### src/sv/hdc_pkg.sv
`default_nettype none
// ----------------------------------------------------------------------------
// hdc_pkg - shared types and constants of the tabular hijri date converter
// Field widths, reciprocal constants for the fixed divisions, the month start
// table and the structs that travel between pipeline parts.
// ----------------------------------------------------------------------------
package hdc_pkg;

    localparam int MAX_YEAR_DEF = 9999;

    // pipeline register stages from input capture to output register
    localparam int NS = 6;

    localparam int YW    = 14;  // year
    localparam int MW    = 4;   // month
    localparam int DW    = 5;   // day
    localparam int CW    = 22;  // day count
    localparam int DOYW  = 9;   // day in year
    localparam int YIW   = YW + 1;  // candidate year, room for +2
    localparam int YSW   = 23;  // days before a year, up to year 16384
    localparam int REM_W = 9;   // days into the year, from 0
    localparam int XW    = 19;  // 11*y + 3
    localparam int PW30  = 36;  // (x >> 1) * DIV15_MULT
    localparam int Q30W  = 15;

    localparam int S_TDATA_W = 48;
    localparam int M_TDATA_W = 56;

    localparam int MONTHS = 12;
    localparam int LEAP_REM_MIN = 19;

    // floor(n / 15) = (n * DIV15_MULT) >> DIV15_SHIFT, exact for n < 161319
    localparam int DIV15_SHIFT = 21;
    localparam int DIV15_MULT  = ((1 << DIV15_SHIFT) + 14) / 15;

    // year estimate: count * 30 / 10631 in fixed point
    localparam int EST_SHIFT = 24;
    localparam int EST_MW    = 16;
    localparam int EST_MULT  = (30 * (1 << EST_SHIFT) + 10631 / 2) / 10631;
    localparam int EPW       = CW + EST_MW;

    typedef struct packed {
        logic [NS-1:0] load;
        logic [NS-1:0] valid;
    } hdc_pipe_t;

    typedef struct packed {
        logic          action;
        logic          err;
        logic [YW-1:0] iy;
        logic [MW-1:0] im;
        logic [DW-1:0] id;
        logic [CW-1:0] ik;
    } hdc_carry_t;

    typedef struct packed {
        logic             action;
        logic             err;
        logic [YW-1:0]    year;
        logic [REM_W-1:0] rem;
        logic [CW-1:0]    cnt;
        logic             leap;
        logic [MW-1:0]    im;
        logic [DW-1:0]    id;
    } hdc_sel_t;

    // days before month m: 29*(m-1) + m/2
    function automatic logic [DOYW-1:0] month_start(input logic [MW-1:0] m);
        logic [DOYW-1:0] v;
        case (m)
            4'd1:    v = 9'd0;
            4'd2:    v = 9'd30;
            4'd3:    v = 9'd59;
            4'd4:    v = 9'd89;
            4'd5:    v = 9'd118;
            4'd6:    v = 9'd148;
            4'd7:    v = 9'd177;
            4'd8:    v = 9'd207;
            4'd9:    v = 9'd236;
            4'd10:   v = 9'd266;
            4'd11:   v = 9'd295;
            4'd12:   v = 9'd325;
            default: v = 9'd0;
        endcase
        return v;
    endfunction

endpackage
`default_nettype wire

### src/sv/tabular_hijri_date_converter_core.sv
`default_nettype none
// ----------------------------------------------------------------------------
// tabular_hijri_date_converter_core - tabular hijri date <-> day count
// Converts a hijri date to days since 1 Muharram 1 AH or back, with leap
// flag, day of year and range check, in a six-stage pipeline.
// ----------------------------------------------------------------------------
//  channel  dir  tdata fields (low bit up)                      tuser
//  s_*      in   in_year, in_month, in_day, in_day_count        action
//  m_*      out  day_count, year, month, day, day_in_year,      range_error
//                leap_year
//
//  one transaction per cycle, unless m_tready stalls the output, through six
//  register stages: capture, year estimate multiply, year start products, year
//  start sums, year select and count, month search, whose register drives m_*
//  reset clears only the stage valid bits; the pipeline is empty after reset
//  a stall holds each full stage whose successor holds; empty stages still fill
// ----------------------------------------------------------------------------
module tabular_hijri_date_converter_core #(
    parameter int MAX_YEAR = hdc_pkg::MAX_YEAR_DEF
) (
    input  wire logic                           clk,
    input  wire logic                           rst_n,
    input  wire logic                           s_tvalid,
    output logic                                s_tready,
    // in_year, in_month, in_day, in_day_count, zero fill
    input  wire logic [hdc_pkg::S_TDATA_W-1:0]  s_tdata,
    // action
    input  wire logic                           s_tuser,
    output logic                                m_tvalid,
    input  wire logic                           m_tready,
    // day_count, year, month, day, day_in_year, leap_year, zero fill
    output logic [hdc_pkg::M_TDATA_W-1:0]       m_tdata,
    // range_error
    output logic                                m_tuser
);
    import hdc_pkg::*;

    // first day of year MAX_YEAR + 1
    localparam int LIMIT_I = MAX_YEAR * 354 + (3 + 11 * (MAX_YEAR + 1)) / 30;
    localparam logic [YSW-1:0] COUNT_LIMIT = YSW'(LIMIT_I);
    localparam logic [YW-1:0]  YEAR_MAX    = YW'(MAX_YEAR);

    hdc_pipe_t ctl;

    // stage 0: input capture
    logic          act0_reg;
    logic [YW-1:0] iy0_reg;
    logic [MW-1:0] im0_reg;
    logic [DW-1:0] id0_reg;
    logic [CW-1:0] ik0_reg;

    // stage 1: range check and year estimate product
    hdc_carry_t     c1_reg, c1_next;
    logic [EPW-1:0] est1_reg, est1_next;

    // stage 2 and 3: year start units
    hdc_carry_t     c2_reg, c3_reg;
    logic [YIW-1:0] yb2_reg, yb2_next, yb3_reg;
    logic [YW-1:0]  q_est;
    logic [YSW-1:0] ys [3];
    logic           lp [3];

    // stage 4: year select and count
    hdc_sel_t       sel4_reg, sel4_next;
    logic [YSW-1:0] ik_ext;
    logic           ge1, ge2;
    logic [YIW-1:0] y_rev;
    logic [YSW-1:0] ys_rev;
    logic           lp_rev;
    logic [YSW:0]   fwd_cnt;

    logic [CW-1:0]   o_cnt;
    logic [YW-1:0]   o_year;
    logic [MW-1:0]   o_month;
    logic [DW-1:0]   o_day;
    logic [DOYW-1:0] o_doy;
    logic            o_leap;
    logic            o_err;

    hdc_pipe_ctrl u_ctrl (
        .clk       (clk),
        .rst_n     (rst_n),
        .in_valid  (s_tvalid),
        .out_ready (m_tready),
        .in_ready  (s_tready),
        .ctl       (ctl)
    );

    always_ff @(posedge clk)
    begin
        if (ctl.load[0])
        begin
            act0_reg <= s_tuser;
            iy0_reg  <= s_tdata[13:0];
            im0_reg  <= s_tdata[17:14];
            id0_reg  <= s_tdata[22:18];
            ik0_reg  <= s_tdata[44:23];
        end
    end

    always_comb
    begin
        c1_next.action = act0_reg;
        c1_next.iy     = iy0_reg;
        c1_next.im     = im0_reg;
        c1_next.id     = id0_reg;
        c1_next.ik     = ik0_reg;
        if (act0_reg)
        begin
            c1_next.err = YSW'(ik0_reg) >= COUNT_LIMIT;
        end
        else
        begin
            c1_next.err = (iy0_reg == '0) || (iy0_reg > YEAR_MAX) || (im0_reg == '0)
                       || (im0_reg > MW'(MONTHS)) || (id0_reg == '0);
        end
        est1_next = EPW'(ik0_reg) * EPW'(EST_MULT);
    end

    always_ff @(posedge clk)
    begin
        if (ctl.load[1])
        begin
            c1_reg   <= c1_next;
            est1_reg <= est1_next;
        end
    end

    // the true year is the estimate, or one or two above it
    assign q_est    = YW'(est1_reg >> EST_SHIFT);
    assign yb2_next = c1_reg.action ? YIW'(q_est) : YIW'(c1_reg.iy);

    for (genvar j = 0; j < 3; j++)
    begin : g_ys
        hdc_year_start u_ys (
            .clk  (clk),
            .en_a (ctl.load[2]),
            .en_b (ctl.load[3]),
            .y    (yb2_next + YIW'(j)),
            .ys   (ys[j]),
            .leap (lp[j])
        );
    end

    always_ff @(posedge clk)
    begin
        if (ctl.load[2])
        begin
            c2_reg  <= c1_reg;
            yb2_reg <= yb2_next;
        end
        if (ctl.load[3])
        begin
            c3_reg  <= c2_reg;
            yb3_reg <= yb2_reg;
        end
    end

    always_comb
    begin
        ik_ext = YSW'(c3_reg.ik);
        ge1    = ys[1] <= ik_ext;
        ge2    = ys[2] <= ik_ext;
        if (ge2)
        begin
            y_rev  = yb3_reg + YIW'(2);
            ys_rev = ys[2];
            lp_rev = lp[2];
        end
        else if (ge1)
        begin
            y_rev  = yb3_reg + YIW'(1);
            ys_rev = ys[1];
            lp_rev = lp[1];
        end
        else
        begin
            y_rev  = yb3_reg;
            ys_rev = ys[0];
            lp_rev = lp[0];
        end
        fwd_cnt = (YSW+1)'(ys[0]) + (YSW+1)'(month_start(c3_reg.im))
                + (YSW+1)'(c3_reg.id) - (YSW+1)'(1);

        sel4_next.action = c3_reg.action;
        sel4_next.im     = c3_reg.im;
        sel4_next.id     = c3_reg.id;
        sel4_next.rem    = REM_W'(ik_ext - ys_rev);
        if (c3_reg.action)
        begin
            sel4_next.err  = c3_reg.err;
            sel4_next.year = y_rev[YW-1:0];
            sel4_next.cnt  = c3_reg.ik;
            sel4_next.leap = lp_rev;
        end
        else
        begin
            // a count past 22 bits is rejected
            sel4_next.err  = c3_reg.err || (fwd_cnt[YSW:CW] != '0);
            sel4_next.year = c3_reg.iy;
            sel4_next.cnt  = fwd_cnt[CW-1:0];
            sel4_next.leap = lp[0];
        end
    end

    always_ff @(posedge clk)
    begin
        if (ctl.load[4])
        begin
            sel4_reg <= sel4_next;
        end
    end

    hdc_date_out u_out (
        .clk         (clk),
        .en          (ctl.load[5]),
        .sel         (sel4_reg),
        .day_count   (o_cnt),
        .year        (o_year),
        .month       (o_month),
        .day         (o_day),
        .day_in_year (o_doy),
        .leap_year   (o_leap),
        .range_error (o_err)
    );

    assign m_tvalid = ctl.valid[NS-1];
    assign m_tdata  = {1'b0, o_leap, o_doy, o_day, o_month, o_year, o_cnt};
    assign m_tuser  = o_err;

endmodule
`default_nettype wire

### src/sv/hdc_pipe_ctrl.sv
`default_nettype none
// ----------------------------------------------------------------------------
// hdc_pipe_ctrl - valid and load control of the conversion pipeline
// Each stage loads when it is empty or when the stage after it moves on.
// ----------------------------------------------------------------------------
module hdc_pipe_ctrl (
    input  wire logic              clk,
    input  wire logic              rst_n,
    input  wire logic              in_valid,
    input  wire logic              out_ready,
    output logic                   in_ready,
    output hdc_pkg::hdc_pipe_t     ctl
);
    import hdc_pkg::*;

    logic [NS-1:0] valid_reg;
    logic [NS-1:0] valid_next;
    logic [NS-1:0] ready;

    always_comb
    begin
        ready[NS-1] = !valid_reg[NS-1] || out_ready;
        for (int i = NS - 2; i >= 0; i--)
        begin
            ready[i] = !valid_reg[i] || ready[i+1];
        end
        valid_next[0] = ready[0] ? in_valid : valid_reg[0];
        for (int i = 1; i < NS; i++)
        begin
            valid_next[i] = ready[i] ? valid_reg[i-1] : valid_reg[i];
        end
    end

    always_ff @(posedge clk or negedge rst_n)
    begin
        if (!rst_n)
        begin
            valid_reg <= '0;
        end
        else
        begin
            valid_reg <= valid_next;
        end
    end

    assign in_ready  = ready[0];
    assign ctl.load  = ready;
    assign ctl.valid = valid_reg;

endmodule
`default_nettype wire

### src/sv/hdc_year_start.sv
`default_nettype none
// ----------------------------------------------------------------------------
// hdc_year_start - days before a hijri year and its leap flag
// Two register stages: products first, then the sum and the remainder test.
// ----------------------------------------------------------------------------
module hdc_year_start (
    input  wire logic                   clk,
    input  wire logic                   en_a,
    input  wire logic                   en_b,
    input  wire logic [hdc_pkg::YIW-1:0] y,
    output logic [hdc_pkg::YSW-1:0]     ys,
    output logic                        leap
);
    import hdc_pkg::*;

    logic [YIW-1:0]  y_m1;
    logic [YSW-1:0]  mul354_reg, mul354_next;
    logic [XW-1:0]   x_reg, x_next;
    logic [PW30-1:0] prod30_reg, prod30_next;
    logic [Q30W-1:0] q30;
    logic [XW-1:0]   r30;
    logic [YSW-1:0]  ys_reg, ys_next;
    logic            leap_reg, leap_next;

    always_comb
    begin
        y_m1        = y - YIW'(1);
        mul354_next = YSW'(YSW'(y_m1) * YSW'(354));
        x_next      = XW'(XW'(y) * XW'(11) + XW'(3));
        // floor(x / 30) taken as floor((x >> 1) / 15)
        prod30_next = PW30'(x_next[XW-1:1]) * PW30'(DIV15_MULT);
    end

    always_comb
    begin
        q30     = Q30W'(prod30_reg >> DIV15_SHIFT);
        ys_next = mul354_reg + YSW'(q30);
        // (11y+3) mod 30 >= 19 is the same as (11y+14) mod 30 < 11
        r30       = x_reg - XW'(XW'(q30) * XW'(30));
        leap_next = r30 >= XW'(LEAP_REM_MIN);
    end

    always_ff @(posedge clk)
    begin
        if (en_a)
        begin
            mul354_reg <= mul354_next;
            x_reg      <= x_next;
            prod30_reg <= prod30_next;
        end
        if (en_b)
        begin
            ys_reg   <= ys_next;
            leap_reg <= leap_next;
        end
    end

    assign ys   = ys_reg;
    assign leap = leap_reg;

endmodule
`default_nettype wire

### src/sv/hdc_date_out.sv
`default_nettype none
// ----------------------------------------------------------------------------
// hdc_date_out - month search and output register
// Splits the day of year into month and day, or forms the day of year from a
// given date, and clears the fields of a rejected transaction.
// ----------------------------------------------------------------------------
module hdc_date_out (
    input  wire logic                     clk,
    input  wire logic                     en,
    input  wire hdc_pkg::hdc_sel_t        sel,
    output logic [hdc_pkg::CW-1:0]        day_count,
    output logic [hdc_pkg::YW-1:0]        year,
    output logic [hdc_pkg::MW-1:0]        month,
    output logic [hdc_pkg::DW-1:0]        day,
    output logic [hdc_pkg::DOYW-1:0]      day_in_year,
    output logic                          leap_year,
    output logic                          range_error
);
    import hdc_pkg::*;

    logic [MW-1:0]   m_search;
    logic [DOYW-1:0] ms_search;
    logic [CW-1:0]   cnt_reg, cnt_next;
    logic [YW-1:0]   year_reg, year_next;
    logic [MW-1:0]   month_reg, month_next;
    logic [DW-1:0]   day_reg, day_next;
    logic [DOYW-1:0] doy_reg, doy_next;
    logic            leap_reg, leap_next;
    logic            err_reg, err_next;

    always_comb
    begin
        // month starts rise, so the month is one plus the later starts passed
        m_search = MW'(1);
        for (int k = 2; k <= MONTHS; k++)
        begin
            if (month_start(MW'(k)) <= sel.rem)
            begin
                m_search = m_search + MW'(1);
            end
        end
        ms_search = month_start(m_search);

        cnt_next   = sel.cnt;
        year_next  = sel.year;
        leap_next  = sel.leap;
        err_next   = sel.err;
        if (sel.action)
        begin
            month_next = m_search;
            day_next   = DW'(sel.rem - ms_search + REM_W'(1));
            doy_next   = DOYW'(sel.rem) + DOYW'(1);
        end
        else
        begin
            month_next = sel.im;
            day_next   = sel.id;
            doy_next   = month_start(sel.im) + DOYW'(sel.id);
        end
        if (sel.err)
        begin
            cnt_next   = '0;
            year_next  = '0;
            month_next = '0;
            day_next   = '0;
            doy_next   = '0;
            leap_next  = 1'b0;
        end
    end

    always_ff @(posedge clk)
    begin
        if (en)
        begin
            cnt_reg   <= cnt_next;
            year_reg  <= year_next;
            month_reg <= month_next;
            day_reg   <= day_next;
            doy_reg   <= doy_next;
            leap_reg  <= leap_next;
            err_reg   <= err_next;
        end
    end

    assign day_count   = cnt_reg;
    assign year        = year_reg;
    assign month       = month_reg;
    assign day         = day_reg;
    assign day_in_year = doy_reg;
    assign leap_year   = leap_reg;
    assign range_error = err_reg;

endmodule
`default_nettype wire
### config.mk
export PLATFORM = sky130hd
export DESIGN_NAME = tabular_hijri_date_converter_core
export DESIGN_NICKNAME = d
export VERILOG_FILES = /design/src/sv/hdc_pkg.sv /design/src/sv/tabular_hijri_date_converter_core.sv /design/src/sv/hdc_pipe_ctrl.sv /design/src/sv/hdc_year_start.sv /design/src/sv/hdc_date_out.sv
export SDC_FILE = /design/constraint.sdc
export NUM_CORES = 2
export LEC_CHECK = 0
export ABC_AREA = 1
export BUFFER_PORTS_ARGS = -buffer_cell sky130_fd_sc_hd__buf_2
export CELL_PAD_IN_SITES_DETAIL_PLACEMENT = 1
export CELL_PAD_IN_SITES_GLOBAL_PLACEMENT = 1
export CORE_MARGIN = 2
export CORE_UTILIZATION = 51
export CTS_CLUSTER_DIAMETER = 80
export CTS_CLUSTER_SIZE = 24
export DETAILED_ROUTE_END_ITERATION = 10
export MAX_ROUTING_LAYER = met4
export PLACE_DENSITY_LB_ADDON = 0.1
export SETUP_SLACK_MARGIN = 0.15
export SKIP_CTS_REPAIR_TIMING = 1
export SLEW_MARGIN = 25
export SYNTH_ARGS = -nofsm -noshare
export SYNTH_HDL_FRONTEND = slang
export SYNTH_HIERARCHICAL = 1
export SYNTH_SLANG_ARGS = --single-unit
### constraint.sdc
create_clock -name clk -period 10.85 [get_ports clk]
set_input_delay 2.7125 -clock clk [delete_from_list [all_inputs] [get_ports clk]]
set_output_delay 2.7125 -clock clk [all_outputs]
set_load 0.05 [all_outputs]
Word-level counts from Yosys, hierarchy flattened --
Memory sizes are Yosys's and may differ from the RTL's. A register that Yosys moved wholly into a read port is not among the register bits. Index checks and enable logic that the tools add are counted.
Word-level totals: bits in read-only memories 432, logic and storage cells 179, output and inout port bits 59, latch bits 0, memories 3, bits in registers 671, bits in writable memories 0, input bits 53
Operators by class: eq/ne operators 0, order comparisons 19, shifts and indexed selects 0, multipliers 13, multiplexer cells 27, add/subtract/negate cells 34, div/mod/pow operators 0, bitwise operators 0, reduce and logical (&&, ||, !) cells 21
Memory list:
- (no name shown) | words 16, width 9, rd ports 1, clocked after Yosys merged registers in 1, write ports 0, RTL line hdc_pkg.sv:70 | case (m)
- (no name shown) | words 16, width 9, rd ports 1, clocked after Yosys merged registers in 0, write ports 0, RTL line hdc_pkg.sv:70
- (no name shown) | words 16, width 9, rd ports 1, clocked after Yosys merged registers in 1, write ports 0, RTL line hdc_pkg.sv:70
Operator list (count):
- $mul A18 B18 Y36 const B | 3
- $add A23 B15 Y23 | 3
- $mul A15 B8 Y22 const B | 3
- $add A19 B2 Y19 const B | 3
- $ge A19 B5 Y1 const B | 3
- $sub A19 B19 Y19 | 3
- $mul A15 B4 Y18 const B | 3
- $mux W4 | 13
- $le A23 B22 Y1 | 2
- $mux W14 | 3
- $mul A15 B4 Y19 const B | 2
- $add A4 B1 Y4 const B | 9
- $le A8 B9 Y1 const A | 4
- $mux W9 | 4
- $mul A22 B12 Y34 const B | 1
- $sub A15 B1 Y15 const B | 2
- $le A9 B9 Y1 const A | 3
- $add A23 B9 Y24 | 1
- $add A24 B5 Y24 | 1
- $sub A24 B1 Y24 const B | 1
- $mux W23 | 1
- $ge A22 B22 Y1 const B | 1
- $le A7 B9 Y1 const A | 2
- $mul A14 B4 Y18 const B | 1
- other kinds (25) | 42

Depth between registers and ports, before layout --
An unclocked memory read counts as a cell.
word-level depth 26, gate-level depth with buffers 48, gate-level depth less buffers 48

By module --
The synthesis kept the hierarchy.
By module, submodules not included:
- tabular_hijri_date_converter_core | instances 1, cells each 2068, sequential area each 8768.4 sq um, area an instance 20647.3 sq um
- hdc_year_start at g_ys[2].u_ys | instances 1, cells each 1723, sequential area each 2372.3 sq um, area an instance 13818.3 sq um
- hdc_year_start at g_ys[1].u_ys | instances 1, cells each 1688, sequential area each 2372.3 sq um, area an instance 13670.6 sq um
- hdc_year_start at g_ys[0].u_ys | instances 1, cells each 1697, sequential area each 2372.3 sq um, area an instance 13621.8 sq um
- hdc_date_out | instances 1, cells each 629, sequential area each 1681.6 sq um, area an instance 4730.8 sq um
- hdc_pipe_ctrl | instances 1, cells each 26, sequential area each 150.1 sq um, area an instance 292.8 sq um

Least setup slack after synthesis --
No wires, ideal clock.
path kind reg2reg, from register c1_reg[46] in the netlist's numbering, to register g_ys[1].u_ys.prod30_reg[30], data pin, data required time 10593 ps, setup time 257 ps, period minus slack after synthesis 8212 ps, stages on the path, launching flop included 36, path slack 2638 ps, path buffers 1, arrival time 7956 ps, cells stage by stage edfxtp_1 inv_2 buf_6 or2_2 o21ai_2 inv_1 ha_1 nand2_1 xor2_1 ha_1 inv_1 fa_1 inv_1 ha_1 nand2_1 inv_1 nand2_1 nand4_2 xor2_1 ha_1 inv_1 fa_1 inv_1 fa_1 fa_1 inv_1 fa_1 inv_1 ha_1 a21o_1 a21oi_1 nand2_1 a211oi_1 o21ai_0 nand2_1 nand2_1
Between the ends: word-level cells in the longest chain between the ends 5
RTL lines:
- from (decl) | RTL line tabular_hijri_date_converter_core.sv:53 | hdc_carry_t c1_reg, c1_next;
- from (signal assigned) | RTL line tabular_hijri_date_converter_core.sv:124 | c1_reg <= c1_next;
- $mux W14 | RTL line tabular_hijri_date_converter_core.sv:131 | assign yb2_next = c1_reg.action ? YIW'(q_est) : YIW'(c1_reg.iy);
- named net yb2_next[0] | RTL line tabular_hijri_date_converter_core.sv:58 | logic [YIW-1:0] yb2_reg, yb2_next, yb3_reg;
- $add A14 B1 Y15 | RTL line tabular_hijri_date_converter_core.sv:139 | .y (yb2_next + YIW'(j)),
- $mul A15 B4 Y19 | RTL line hdc_year_start.sv:29 | x_next = XW'(XW'(y) * XW'(11) + XW'(3));
- $add A19 B2 Y19 | RTL line hdc_year_start.sv:29
- named net g_ys[1].u_ys.x_next[7] | RTL line hdc_year_start.sv:18 | logic [XW-1:0] x_reg, x_next;
- $mul A18 B18 Y36 | RTL line hdc_year_start.sv:31 | prod30_next = PW30'(x_next[XW-1:1]) * PW30'(DIV15_MULT);
- named net g_ys[1].u_ys.prod30_next[30] | RTL line hdc_year_start.sv:19 | logic [PW30-1:0] prod30_reg, prod30_next;
- to (signal assigned) | RTL line hdc_year_start.sv:49 | prod30_reg <= prod30_next;
- to (decl) | RTL line hdc_year_start.sv:19
The timed path passes the listed nets, and every way through them passes these cells. A chain may end at the register's enable or synchronous reset.

Final worst setup path --
from register c1_reg[46] in the netlist's numbering, to register g_ys[2].u_ys.prod30_reg[31], data pin
Between the ends: word-level cells in the longest chain between the ends 5
RTL lines (RTL line):
- $mux W14 | tabular_hijri_date_converter_core.sv:131
- named net yb2_next[1] | tabular_hijri_date_converter_core.sv:58
- $add A14 B2 Y15 | tabular_hijri_date_converter_core.sv:139
- $mul A15 B4 Y19 | hdc_year_start.sv:29
- $add A19 B2 Y19 | hdc_year_start.sv:29
- named net g_ys[2].u_ys.x_next[18] | hdc_year_start.sv:18
- $mul A18 B18 Y36 | hdc_year_start.sv:31
- named net g_ys[2].u_ys.prod30_next[31] | hdc_year_start.sv:19
- to (signal assigned) | hdc_year_start.sv:49
- to (decl) | hdc_year_start.sv:19
The timed path passes the listed nets, and every way through them passes these cells.

==> results.md <==
- Register bit total from synthesis: roughly 590
- DR pass1 iterations: 6
- Max-Cap Viols: 0
- WL final: slightly below 200000 microns
- # setup viols final: 0
- Clock Tree Buf Depth: 3
- HPWL after detailed placement: 165000 microns
- Fmax: between 100 and 150 MHz
- Filler cells: 15626
- Area grow syn2layout: 6.51%
- Worst Path Required: 11.27 ns
- Die Ht: ~370 microns
- Syn. warnings: 6
- Post-synth EDFFs: around 580
- CP Capture Type: register
- Mapped Area: approximately 67000 sq um
- Worst-Margin Slew: between 1 and 1.5 ns
- Status: finished clean
- Post-DR wirelength/cell: slightly below 20 microns
- Number of global-route vias before repair: 56945
- Register area: 17700 sq um
- Vias: 52951
- Antenna Nets Post-Route: 0
- Slowest stage delay, CP: about 0.6 ns
- Largest delay contributor family on the critical path: adder cells
- Crit Path Category: reg2reg
- Fin nets: 9566
- Port bufs: 107
- Count leader, synth: inv_1
- CP dominant cell by count: ha_1
- Number of cells after detailed placement: around 9700
- Final core occ: a little over half
- Number of remaining DRC errors: 0
- RD Place Congestion: about 0.95
- Initial Utilization: ~51%
- Final Hold Viols: 0
- Critical path's slowest cell: xor2_1
- First-pass GRT wire length: between 300000 and 400000 microns
- Share of layout cells above drive strength 1: between 5 and 6%
- Worst Path Buf+Inv: 7
- Multi-input gate area: 42600 sq um
- Synth Instances: just under 8000
- TNS Setup: 0 ns
- Global router's overall resource usage: 29.6%
- Clk sinks: around 590
- Unique cell type count in the Yosys netlist: between 70 and 80
- Die Area: between 100000 and 150000 sq um
- Worst setup SP type: register
- Fin Clk Skew: around 0.025 ns
- WHS: around 0.42 ns
- Clock root buffer: clkbuf_16
- Syn avg cell area: around 8.5 sq um
- Fin crit share: about nine tenths
- Period minus WS final: between 9 and 10 ns
- CTS Buf Count: 44
- Die width: roughly 370 microns
- Synth top cells by count: 1640 x inv_1, 1458 x nand2_1, 1130 x ha_1
- # IOs: 112
- RSZ-0062 raised after global routing: no
- Initial antenna violation count: 8
- H-tree Lvls: 2
- DR iter-0 viols: around 2700
- Worst-skew pair later-pin latency: ~0.66 ns
- Ys flop type: edfxtp_1
- Critical path peak fanout: 14
- Non-Filler Instances: approximately 10000
- Hold WC Path Type: reg2reg
- Row count: around 130
- Area of the core: ~130000 sq um
- Pin count of the biggest net entering global routing: around 110
- Remaining global-route overflow: 0
- Max FFs per register: 69
- Seq/Total Area, Yosys: between 20% and 30%
- Asr flop ratio synth: 1.01%
- Clock Pin Slew Worst Setup and Hold Paths: roughly 0.09 ns
- Relative slew slack: between 30% and 40%
- Largest cells by area after synthesis: edfxtp_1 26%, ha_1 21%, fa_1 12%, inv_1 9.2%, nand2_1 8.2%
- Post-synth top area cell: edfxtp_1
- Yosys top cell area share: between 20% and 30%
- Critical path arrival: slightly above 10 ns
- Max-slew violations: 0
- CTS tree: done
- DR vias/cell: about 5.4
[layout make-up]
type	count	share of cell area [%]
Tap cell	1742	3.06
Inverter	1680	8.88
Antenna cell	5	0.0176
Sequential cell	594	24.9
Timing Repair Buffer	128	0.975
Clock buffer	48	1.60
Multi-Input combinational cell	5526	59.9
Clock inverter	32	0.651
[per-layer routing]
layer | track usage [%] | vias to the layer above | part of all wire (%) | wire length [microns]
met5 | - | - | 0 | 0
met1 | 38.4 | 26266 | 46 | 88000
met3 | 1.84 | 205 | 2.8 | 5440
met2 | 50.7 | 758 | 49 | 94600
li1 | - | 25722 | - | -
met4 | 7.00 | 0 | 2.5 | 4750
[cells by family after synthesis]
logic type | count (synthesis) | synth area share, %
and+or+nand+nor | 2716 | 17.8
other | 1 | 0.00562
adders and majority gates | 1539 | 33.4
buffers and inverters | 1715 | 9.72
xor gates and xnor gates | 326 | 4.46
DFF | 594 | 26.5
AOI/OAI and AO/OA | 940 | 8.04
[cell usage in the layout, fill, tap and decap left out, types with 14 or more instances in the layout]
master,n
a21o_1,49
a21oi_1,422
a31oi_1,45
buf_2,107
buf_4,21
clkbuf_16,45
edfxtp_1,579
fa_1,409
ha_1,1130
inv_1,1639
inv_2,36
nand2_1,1457
nand2_2,67
nand2_4,14
nand3_1,371
nand3_2,19
nand3b_1,31
nand4_1,80
nor2_1,494
nor3_1,82
nor4_1,19
o21a_1,17
o21ai_0,242
o21ai_1,26
o21ai_2,20
o21bai_1,34
or2_2,20
xnor2_1,77
xor2_1,233
[metrics by stage]
step                setup slack (ns)  instance area [sq um]
global placement                1.53                  69500
floorplan                       2.64                  66800
finish                         0.980                  71100
global route                   0.414                  71100
detailed placement              1.24                  69500
CTS                             1.19                  71100
[path summary, 6_finish.rpt]
| path | from | end | slack [ns] | cells past startpoint |
|---|---|---|---|---|
| worst max-delay path | c1_reg[46]$_DFFE_PP_ | g_ys[2].u_ys/prod30_reg[31]$_DFFE_PP_ | 0.98 | 37 |
| worst min-delay path | c1_reg[1]$_DFFE_PP_ | c2_reg[1]$_DFFE_PP_ | 0.42 | 0 |
| worst max register to register | c1_reg[46]$_DFFE_PP_ | g_ys[2].u_ys/prod30_reg[31]$_DFFE_PP_ | 0.98 | 37 |
| worst min register to register | c1_reg[1]$_DFFE_PP_ | c2_reg[1]$_DFFE_PP_ | 0.42 | 0 |
| max in group asynchronous | rst_n | u_ctrl/valid_reg[0]$_DFFE_PN0P_ | 8.82 | 1 |
| min in group asynchronous | rst_n | u_ctrl/valid_reg[3]$_DFFE_PN0P_ | 1.87 | 1 |
Power is left out: the tool's default activity adds up to more than one toggle a clock period on the data nets, which glitch-free logic cannot reach.
